===== config.mk =====
export PLATFORM = sky130hd
export DESIGN_NAME = sample_average_to_seven_segment
export DESIGN_NICKNAME = d
export VERILOG_FILES = /design/src/design/sa7s_pkg.sv /design/src/design/sample_average_to_seven_segment.sv /design/src/design/sa7s_ring.sv /design/src/design/sa7s_alu.sv
export SDC_FILE = /design/constraint.sdc
export NUM_CORES = 1
export LEC_CHECK = 0
export ABC_AREA = 1
export CORE_ASPECT_RATIO = 0.7
export CORE_MARGIN = 5
export CORE_UTILIZATION = 46
export DETAILED_ROUTE_END_ITERATION = 12
export DONT_BUFFER_PORTS = 1
export GPL_ROUTABILITY_DRIVEN = 0
export PLACE_DENSITY = 0.62
export SKIP_LAST_GASP = 1
export SYNTH_ARGS = -nofsm -noshare
export SYNTH_HDL_FRONTEND = slang
export SYNTH_SLANG_ARGS = --single-unit

===== constraint.sdc =====
create_clock -name clock -period 6.7 [get_ports clock]
set_clock_uncertainty 0.1 [all_clocks]
set_input_delay 0.335 -clock clock [delete_from_list [all_inputs] [get_ports clock]]
set_output_delay 0.335 -clock clock [all_outputs]
set_load 0.005 [all_outputs]

===== src/design/sa7s_pkg.sv =====
`default_nettype none

package sa7s_pkg;

   // Number of samples in the moving average.
   localparam int AVERAGE_LENGTH = 9;

   localparam int SAMPLE_W = 12;
   localparam int SUM_W    = 16;
   localparam int BCD_W    = 16;
   localparam int WIDX_W   = 4;
   localparam int STEP_W   = 4;
   localparam int RING_AW  = (AVERAGE_LENGTH > 1) ? $clog2(AVERAGE_LENGTH) : 1;

   // Rounded-up reciprocal of the ring length. Its error term times any 16-bit sum stays
   // below 2**RECIP_SHIFT, so the upper product bits are the exact truncated quotient.
   localparam int RECIP_SHIFT = 20;
   localparam int RECIP_W     = 20;
   localparam logic [RECIP_W-1:0] AVG_RECIP =
      RECIP_W'(((1 << RECIP_SHIFT) + AVERAGE_LENGTH - 1) / AVERAGE_LENGTH);

   typedef enum logic [2:0] {
      ALU_HOLD,
      ALU_CLEAR,
      ALU_ADD,
      ALU_DIV,
      ALU_BCD
   } alu_op_type;

   typedef struct packed {
      alu_op_type           op;
      logic [SAMPLE_W-1:0]  operand;
   } alu_ctrl_type;

   // Common-anode segment codes, active low, bit 7 is the decimal point.
   function automatic logic [7:0] seg_code(input logic [3:0] digit);
      logic [7:0] code;
      case (digit)
         4'd0:    code = 8'hC0;
         4'd1:    code = 8'hF9;
         4'd2:    code = 8'hA4;
         4'd3:    code = 8'hB0;
         4'd4:    code = 8'h99;
         4'd5:    code = 8'h92;
         4'd6:    code = 8'h82;
         4'd7:    code = 8'hF8;
         4'd8:    code = 8'h80;
         4'd9:    code = 8'h90;
         default: code = 8'hFF;
      endcase
      return code;
   endfunction

endpackage

`default_nettype wire


===== src/design/sample_average_to_seven_segment.sv =====
`default_nettype none

// Channel   Direction  Handshake              Payload
// req       in         req_tvalid/req_tready  tdata[11:0] sample
// rsp       out        rsp_tvalid/rsp_tready  tdata[13:0] position, segments, select; tlast
//
// One transaction on req takes a clear, the sum, the divide and the BCD conversion
// in the shared add, multiply and BCD-step unit, then four rsp transactions.
// The sum walks the ring one entry a cycle; the divide is a single reciprocal multiply.
// req_tready is high only while no item is in flight; rsp back-pressure holds the words.
// Synchronous reset clears the ring, the write index and the sequencer.

module sample_average_to_seven_segment
   import sa7s_pkg::*;
(
   input  wire logic        clock,
   input  wire logic        reset,
   input  wire logic        req_tvalid,
   output logic             req_tready,
   input  wire logic [15:0] req_tdata,   // [11:0] sample, [15:12] zero
   output logic             rsp_tvalid,
   input  wire logic        rsp_tready,
   output logic [15:0]      rsp_tdata,   // [1:0] digit_position, [9:2] segments,
                                         // [13:10] digit_select, [15:14] zero
   output logic             rsp_tlast
);

   typedef enum logic [4:0] {
      ST_IDLE = 5'b00001,
      ST_SUM  = 5'b00010,
      ST_DIV  = 5'b00100,
      ST_BCD  = 5'b01000,
      ST_EMIT = 5'b10000
   } state_type;

   localparam logic [1:0] POS_UNITS     = 2'd0;
   localparam logic [1:0] POS_TENS      = 2'd1;
   localparam logic [1:0] POS_THOUSANDS = 2'd3;

   state_type           state_ff;
   state_type           state_in;
   logic [STEP_W-1:0]   step_ff;
   logic [STEP_W-1:0]   step_in;
   logic [1:0]          pos_ff;
   logic [1:0]          pos_in;
   logic                ring_we;
   logic [SAMPLE_W-1:0] ring_rdata;
   alu_ctrl_type        alu_ctrl;
   logic [BCD_W-1:0]    bcd;
   logic [3:0]          digit;
   logic [7:0]          segments;
   logic [3:0]          digit_select;

   sa7s_ring u_ring (
      .clock   (clock),
      .reset   (reset),
      .wr_en   (ring_we),
      .wr_data (req_tdata[SAMPLE_W-1:0]),
      .rd_addr (step_ff[RING_AW-1:0]),
      .rd_data (ring_rdata)
   );

   sa7s_alu u_alu (
      .clock (clock),
      .ctrl  (alu_ctrl),
      .bcd   (bcd)
   );

   always_comb begin
      state_in         = state_ff;
      step_in          = step_ff;
      pos_in           = pos_ff;
      ring_we          = 1'b0;
      alu_ctrl.op      = ALU_HOLD;
      alu_ctrl.operand = ring_rdata;
      case (state_ff)
         ST_IDLE: begin
            if (req_tvalid) begin
               ring_we     = 1'b1;
               alu_ctrl.op = ALU_CLEAR;
               step_in     = '0;
               state_in    = ST_SUM;
            end
         end
         ST_SUM: begin
            alu_ctrl.op = ALU_ADD;
            if (step_ff == STEP_W'(AVERAGE_LENGTH - 1)) begin
               step_in  = '0;
               state_in = ST_DIV;
            end else begin
               step_in = step_ff + STEP_W'(1);
            end
         end
         ST_DIV: begin
            alu_ctrl.op = ALU_DIV;
            step_in     = '0;
            state_in    = ST_BCD;
         end
         ST_BCD: begin
            alu_ctrl.op = ALU_BCD;
            if (step_ff == STEP_W'(SAMPLE_W - 1)) begin
               step_in  = '0;
               pos_in   = POS_UNITS;
               state_in = ST_EMIT;
            end else begin
               step_in = step_ff + STEP_W'(1);
            end
         end
         ST_EMIT: begin
            if (rsp_tready) begin
               if (pos_ff == POS_THOUSANDS) begin
                  state_in = ST_IDLE;
               end else begin
                  pos_in = pos_ff + 2'd1;
               end
            end
         end
         default: begin
            state_in = ST_IDLE;
         end
      endcase
   end

   always_ff @(posedge clock) begin
      if (reset) begin
         state_ff <= ST_IDLE;
         step_ff  <= '0;
         pos_ff   <= POS_UNITS;
      end else begin
         state_ff <= state_in;
         step_ff  <= step_in;
         pos_ff   <= pos_in;
      end
   end

   // The tens digit carries the lit decimal point.
   always_comb begin
      digit        = bcd[{pos_ff, 2'b00} +: 4];
      segments     = seg_code(digit);
      if (pos_ff == POS_TENS) begin
         segments = segments & 8'h7F;
      end
      digit_select = 4'd1 << pos_ff;
   end

   assign req_tready = (state_ff == ST_IDLE);
   assign rsp_tvalid = (state_ff == ST_EMIT);
   assign rsp_tdata  = {2'b00, digit_select, segments, pos_ff};
   assign rsp_tlast  = (pos_ff == POS_THOUSANDS);

   a_one_item: assert property (@(posedge clock) disable iff (reset)
      req_tready |-> !rsp_tvalid)
      else $error("input accepted while digit words are pending");

   a_last_frees: assert property (@(posedge clock) disable iff (reset)
      rsp_tvalid && rsp_tready && rsp_tlast |=> req_tready)
      else $error("block not ready after the thousands digit");

   a_accept_sums: assert property (@(posedge clock) disable iff (reset)
      req_tvalid && req_tready |=> state_ff == ST_SUM && step_ff == '0)
      else $error("accepted sample did not start the sum");

   a_first_word: assert property (@(posedge clock) disable iff (reset)
      $rose(rsp_tvalid) |-> rsp_tdata[1:0] == POS_UNITS)
      else $error("digit run did not start with the units digit");

   a_select_onehot: assert property (@(posedge clock) disable iff (reset)
      rsp_tvalid |-> $onehot(rsp_tdata[13:10]))
      else $error("digit select is not one-hot");

endmodule

`default_nettype wire


===== src/design/sa7s_ring.sv =====
`default_nettype none

module sa7s_ring
   import sa7s_pkg::*;
(
   input  wire logic                clock,
   input  wire logic                reset,
   input  wire logic                wr_en,
   input  wire logic [SAMPLE_W-1:0] wr_data,
   input  wire logic [RING_AW-1:0]  rd_addr,
   output logic      [SAMPLE_W-1:0] rd_data
);

   logic [SAMPLE_W-1:0] ring_ff [AVERAGE_LENGTH];
   logic [WIDX_W-1:0]   wr_idx_ff;
   logic [WIDX_W-1:0]   wr_idx_in;
   logic [WIDX_W-1:0]   wr_slot;
   logic [WIDX_W:0]     wr_next;

   // An index at or past the end of the ring is treated as entry zero.
   always_comb begin
      if ({1'b0, wr_idx_ff} >= (WIDX_W+1)'(AVERAGE_LENGTH)) begin
         wr_slot = '0;
      end else begin
         wr_slot = wr_idx_ff;
      end
      wr_next = {1'b0, wr_slot} + (WIDX_W+1)'(1);
      if (wr_next >= (WIDX_W+1)'(AVERAGE_LENGTH)) begin
         wr_idx_in = '0;
      end else begin
         wr_idx_in = wr_next[WIDX_W-1:0];
      end
   end

   always_ff @(posedge clock) begin
      if (reset) begin
         wr_idx_ff <= '0;
         for (int i = 0; i < AVERAGE_LENGTH; i++) begin
            ring_ff[i] <= '0;
         end
      end else if (wr_en) begin
         wr_idx_ff <= wr_idx_in;
         ring_ff[wr_slot[RING_AW-1:0]] <= wr_data;
      end
   end

   assign rd_data = ring_ff[rd_addr];

endmodule

`default_nettype wire


===== src/design/sa7s_alu.sv =====
`default_nettype none

module sa7s_alu
   import sa7s_pkg::*;
(
   input  wire logic         clock,
   input  wire alu_ctrl_type ctrl,
   output logic [BCD_W-1:0]  bcd
);

   logic [SUM_W-1:0]         acc_ff;
   logic [SUM_W-1:0]         acc_in;
   logic [BCD_W-1:0]         bcd_ff;
   logic [BCD_W-1:0]         bcd_in;
   logic [SUM_W+RECIP_W-1:0] product;
   logic [BCD_W-1:0]         bcd_adj;

   always_comb begin
      // The divide by the ring length is one multiply by its reciprocal.
      product = (SUM_W+RECIP_W)'(acc_ff) * (SUM_W+RECIP_W)'(AVG_RECIP);

      // Double-dabble correction: every BCD digit of five or more gets three added.
      for (int d = 0; d < BCD_W/4; d++) begin
         if (bcd_ff[4*d +: 4] >= 4'd5) begin
            bcd_adj[4*d +: 4] = bcd_ff[4*d +: 4] + 4'd3;
         end else begin
            bcd_adj[4*d +: 4] = bcd_ff[4*d +: 4];
         end
      end

      acc_in = acc_ff;
      bcd_in = bcd_ff;
      case (ctrl.op)
         ALU_CLEAR: begin
            acc_in = '0;
            bcd_in = '0;
         end
         ALU_ADD: begin
            acc_in = acc_ff + SUM_W'(ctrl.operand);
         end
         ALU_DIV: begin
            acc_in = product[RECIP_SHIFT +: SUM_W];
         end
         ALU_BCD: begin
            // The quotient never exceeds the largest sample, so its low bits suffice.
            bcd_in = {bcd_adj[BCD_W-2:0], acc_ff[SAMPLE_W-1]};
            acc_in = {acc_ff[SUM_W-2:0], 1'b0};
         end
         default: begin
         end
      endcase
   end

   always_ff @(posedge clock) begin
      acc_ff <= acc_in;
      bcd_ff <= bcd_in;
   end

   assign bcd = bcd_ff;

endmodule

`default_nettype wire


==> summary.txt, run 1 <==
Floorplanning
  • I/O Pins: 39
  • Die X: 242 microns
  • Initial Util: 0.466
  • FP Rows: slightly below 60
  • Core area: about 37000 sq um
  • Die H: approximately 170 microns
  • Die area: 41700 sq um

Timing
  • Peak Freq: 168 MHz
  • Hold Violations, Final: 0
  • Setup Viol. Count Final: 0
  • Fin crit period: 5.94 ns
  • RSZ-0062 raised after global routing: no
  • Relative slew margins: 0.339
  • Final slew viol count: 0
  • Setup tns final: 0 ns
  • Crit share post-route: 0.886
  • Worst Tran Pin Value: ~1 ns
  • Setup WS post-layout: around 0.76 ns

Clock network
  • Clock latency at the later pin of the worst-skew pair: between 0.5 and 0.6 ns
  • Post-CTS setup buffer count: 0
  • # clock sinks: approximately 240
  • Clock Pin Slew Worst Setup and Hold Paths: 0.06 ns
  • Total CTS buffers: 25
  • Deepest clock path buffer count: 3
  • H-tree depth: 1
  • CTS tree: yes
  • Root Buffer: clkbuf_16

Finish
  • Commonest non-fill, non-tap cell in the layout: inv_1
  • P&R area growth vs syn: 8.54%
  • # diodes: 0
  • Non-Filler Instances: between 2000 and 2500
  • Share of cells above drive strength 1: 0.0387
  • Most frequent cells in the layout: inv_1, nand2_1, edfxtp_1
  • Fin nets: between 2000 and 2500

Routing
  • Detailed-route via count: between 10000 and 15000
  • Routed Antenna Nets: 0
  • WL final: about 41 mm
  • Drt pass-1 iters: 6
  • DR DRC count: 0
  • Via density: ~5.3
  • DR WL/cell: around 17 microns
  • Initial DRC Count: 1239

Place
  • Pre-CTS setup slack: 0.769 ns
  • IO Port Bufs: 0
  • DPL Wire Length: roughly 31 mm
  • Cell total after placement: approximately 2400

GRT
  • Overall Global Routing Usage: 0.197
  • Initial antenna violation count: 1
  • Vias in the first global route: 11836
  • Pin count of the biggest net entering global routing: about 70
  • Gr ovfl total: 0
  • First-pass GRT wire length: 65.7 mm

Status
  • Outcome: completed

Min path
  • Hold Path Class: in -> reg

Logic synthesis
  • Synth top area share: 0.388
  • Synth warn: 0
  • Post-synth EDFFs: about 220
  • Seq/Total Area, Yosys: 0.410
  • Ys async rst share: 0
  • Main synth FF type: edfxtp_1
  • Yosys reg bits: between 200 and 250
  • Syn_area_per_cell: between 9 and 10 sq um
  • Mapped Cells: between 1500 and 2000
  • Cell taking the most area after synthesis: edfxtp_1
  • Mapped cell area: approximately 17000 sq um
  • Synth top area cells: edfxtp_1, ha_1, fa_1
  • Distinct cells, synth: 49

Setup path
  • Worst Setup Path Type: reg -> reg
  • Worst Setup End Kind: flip-flop
  • Crit path max fanout: 8
  • Crit start category: flip-flop
  • Worst EP arrival: approximately 6.1 ns
  • CP required: a little under 7 ns

Flow run
  • Max Cap Viol: 0
[layer usage]
| metal | wire length, microns | up-vias | GRT usage |
|---|---|---|---|
| met4 | 448 | 2 | 0.0300 |
| met2 | 16400 | 434 | 0.277 |
| met1 | 21400 | 6165 | 0.327 |
| li1 | - | 6196 | - |
| met5 | 20 | - | 0 |
| met3 | 3300 | 40 | 0.0260 |
[path summary, 6_finish.rpt]
path	startpoint	endpoint	slack, ns	cells past startpoint
hold reg to reg	u_ring.wr_idx_ff[0]	u_ring.wr_idx_ff[0]	0.37	2
setup / recovery	u_alu.acc_ff[13]	u_alu.acc_ff[6]	0.76	22
hold / removal	req_tvalid	state_ff[2]	0.03	4
setup reg to reg	u_alu.acc_ff[13]	u_alu.acc_ff[6]	0.76	22
[worst max-delay path, cell delays in order, from the launching register on]
cell	delay, ns
edfxtp_1	0.55
inv_1	0.15
fa_1	0.54
inv_1	0.04
ha_1	0.37
inv_1	0.09
fa_1	0.53
inv_1	0.06
fa_1	0.50
fa_1	0.55
inv_1	0.05
fa_1	0.52
inv_1	0.04
ha_1	0.30
nand2_1	0.08
nor2_1	0.26
inv_1	0.11
nor3_1	0.27
nand2_1	0.12
nand2_1	0.08
nand2_1	0.05
nand3_1	0.20
nand3_1	0.11
[cell usage after synthesis, drive strengths merged (2+ instances only)]
master and number:
o21a 3, buf 31, edfxtp 224, xnor2 3
mux2i 48, o21bai 6, o22ai 2, nor3 13
or2 11, o21ai 101, and2 2, o211ai 50
a21oi 109, a21o 2, inv 359, nand4 8
nand3 86, clkbuf 22, xor2 2, a32o 2
ha 170, nand3b 2, dfxtp 19, nor2 201
nand2 295, fa 77, clkinv 15, a211oi 6
[sequential cells by signal, indices dropped and copies added (netlist names), named ones only]
register and flops:
step_ff 4, u_alu.bcd 16, u_ring.wr_idx_ff 4, u_ring.ring_ff 192
state_ff 5, pos_ff 2, u_alu.acc_ff 16
[layout make-up]
| class | count | area, sq um |
|---|---|---|
| Fill cell | 3448 | 18400 |
| Multi-Input combinational cell | 1256 | 8700 |
| Sequential cell | 243 | 7110 |
| Inverter | 374 | 1410 |
| Clock buffer | 34 | 659 |
| Tap cell | 488 | 611 |
| Timing Repair Buffer | 23 | 208 |
| Clock inverter | 8 | 110 |
[repair_timing]
action	in CTS	in global routing
endpoints found under the hold margin	100	0
hold buffers	14	0
resized for setup	0	0
[metrics by stage]
stage           util  area [sq um]  hold WS, ns
3_5_place_dp   0.481         17900        0.324
2_1_floorplan      -         17500        0.334
6_report       0.505         18800       0.0300
4_1_cts        0.505         18800      0.00729
5_1_grt        0.505         18800       0.0481
3_3_place_gp   0.481         17900        0.322
[cell families (layout without fill, tap and decap cells)]
logic type / after synthesis / after routing / share of synthesized area
other cells: 1 / 50 / 0.000216
xor+xnor: 5 / 5 / 0.00253
flops: 243 / 243 / 0.410
mux: 48 / 48 / 0.0277
fa+ha+maj: 247 / 247 / 0.212
compound gates: 286 / 286 / 0.0942
simple gates: 620 / 620 / 0.155
buf+inv: 427 / 439 / 0.0985
Power of run 1 is not shown: default switching activity piles up to over one toggle a cycle in this logic, so the estimate is an artifact.
==> run 2, diff against run 1 <==
--- a/config.mk
+++ b/config.mk
@@ -13,6 +13,7 @@
 export DONT_BUFFER_PORTS = 1
 export GPL_ROUTABILITY_DRIVEN = 0
 export PLACE_DENSITY = 0.62
+export RECOVER_POWER = 50
 export SKIP_LAST_GASP = 1
 export SYNTH_ARGS = -nofsm -noshare
 export SYNTH_HDL_FRONTEND = slang
==> run 2 against run 1 <==
  * First-iteration DRC count is 3.5% higher
  * Worst setup slack worse by 0.00052 ns
  * Global-route usage stayed put
  * Fmax hardly changed
  * Design area is 0.83% lower
==> summary.txt, run 2 (same netlist as run 1, synthesis figures left out) <==
Status
  • Outcome: completed

Timing
  • Hold Violations, Final: 0
  • Setup Viol. Count Final: 0
  • RSZ-0062 raised after global routing: no
  • Crit share post-route: 0.886
  • Fin crit period: 5.94 ns
  • Final slew viol count: 0
  • Worst Tran Pin Value: 0.995 ns
  • Relative slew margins: 0.335
  • Peak Freq: 168 MHz
  • Setup tns final: 0 ns

Clock network
  • Root Buffer: clkbuf_16
  • Post-CTS setup buffer count: 0
  • Clock latency at the later pin of the worst-skew pair: roughly 0.52 ns
  • H-tree depth: 1
  • CTS tree: yes
  • Total CTS buffers: 25
  • Deepest clock path buffer count: 3
  • # clock sinks: 243
  • Clock Pin Slew Worst Setup and Hold Paths: 0.06 ns

Routing
  • Initial DRC Count: roughly 1300
  • DR WL/cell: roughly 17 microns
  • Detailed-route via count: ~13000
  • DR DRC count: 0
  • WL final: slightly above 40 mm
  • Via density: roughly 5.3
  • Drt pass-1 iters: 5
  • Routed Antenna Nets: 0

Floorplanning
  • Die H: ~170 microns
  • FP Rows: 59
  • Initial Util: 0.466
  • Die X: 242 microns
  • Core area: 37200 sq um
  • Die area: roughly 42000 sq um
  • I/O Pins: 39

Setup path
  • Top delay family on crit path: adder cells
  • CP required: just under 7 ns
  • Worst EP arrival: 6.09 ns
  • Crit path max-delay cell type: edfxtp_1
  • Crit-path most repeated cell: inv_1
  • Reg2Reg Setup Slack: 0.76 ns
  • Crit path max fanout: 8
  • Worst Setup End Kind: flip-flop
  • Critical Path Max Stage Delay: 0.55 ns
  • Crit-path cells: inv_1 > fa_1 > inv_1 > ha_1 > inv_1 > fa_1 > inv_1 > fa_1 > fa_1 > inv_1 > fa_1 > inv_1 > ha_1 > nand2_1 > nor2_1 > inv_1 > nor3_1 > nand2_1 > nand2_1 > nand2_1 > nand3_1 > nand3_1
  • Worst Setup Path Type: reg -> reg
  • Crit start category: flip-flop
  • WP buf/inv: 7

Place
  • IO Port Bufs: 0
  • DPL Wire Length: 31.4 mm
  • Cell total after placement: around 2400

Finish
  • Area of the multi-input gates: around 8600 sq um
  • Share of cells above drive strength 1: 0.0304
  • Number of flip-flops in the largest register: between 150 and 200
  • P&R area growth vs syn: 7.64%
  • Most frequent cells in the layout: inv_1, nand2_1, edfxtp_1
  • # diodes: 0
  • Fin nets: about 2200
  • Largest register by flop count: u_ring.ring_ff
  • Non-Filler Instances: 2426
  • Commonest non-fill, non-tap cell in the layout: inv_1
  • Fillers: 3466
  • Register area: ~7100 sq um

GRT
  • Vias in the first global route: 11836
  • Gr ovfl total: 0
  • Initial antenna violation count: 1
  • Overall Global Routing Usage: 0.197
  • Pin count of the biggest net entering global routing: just over 70
  • First-pass GRT wire length: between 60 and 70 mm

Flow run
  • Max Cap Viol: 0

Min path
  • Hold Path Class: in -> reg
## run 2: cell count changes in the layout (fill, tap and decap cells not counted), moves of 2 or more
| cell | delta |
|---|---|
| nand3_4 | -9 |
| nor2_1 | +2 |
| buf_4 | -2 |
| nand3_1 | +10 |
| clkbuf_1 | +2 |
## run 2: layout make-up
type	count	area share
clock buffers	34	0.0354
clock inverters	8	0.00590
inverters	374	0.0753
multi-input cells	1256	0.459
flip-flops and latches	243	0.381
well taps	488	0.0327
repair buffers	23	0.0107
## run 2: final timing paths
kind | start | end | depth (start not counted)
worst max-delay path | u_alu.acc_ff[13] | u_alu.acc_ff[6] | 22
worst min-delay path | req_tvalid | state_ff[2] | 4
worst max register to register | u_alu.acc_ff[13] | u_alu.acc_ff[6] | 22
worst min register to register | u_ring.wr_idx_ff[0] | u_ring.wr_idx_ff[0] | 2
## run 2: tightest hold or removal path: cells and delay by family
kind / cells / cell delay [ns]
AND/OR/NAND/NOR: 3 / 0.22
buffers and inverters: 1 / 0.04
## run 2: through the flow
step,worst slack [ns],util,hold WS (ns),instance area (sq um)
3_5_place_dp,0.769,0.481,0.324,17900
6_report,0.760,0.501,0.0300,18700
2_1_floorplan,1.45,-,0.334,17500
4_1_cts,0.767,0.505,0.00729,18800
3_3_place_gp,0.755,0.481,0.322,17900
5_1_grt,0.465,0.501,0.0481,18700
## run 2: per-layer routing
layer	track usage	routed length, microns	up-vias
met5	0	20	-
met4	0.0300	446	2
met3	0.0260	2940	38
met2	0.277	16400	401
met1	0.327	21800	6145
li1	-	-	6201
## run 2: what timing repair did
item,in CTS,in global routing
hold buffers,14,0
endpoints found under the hold margin,100,0
setup endpoints to repair,0,0
gates resized for setup,0,0
Power of run 2 is left out for the same reason.
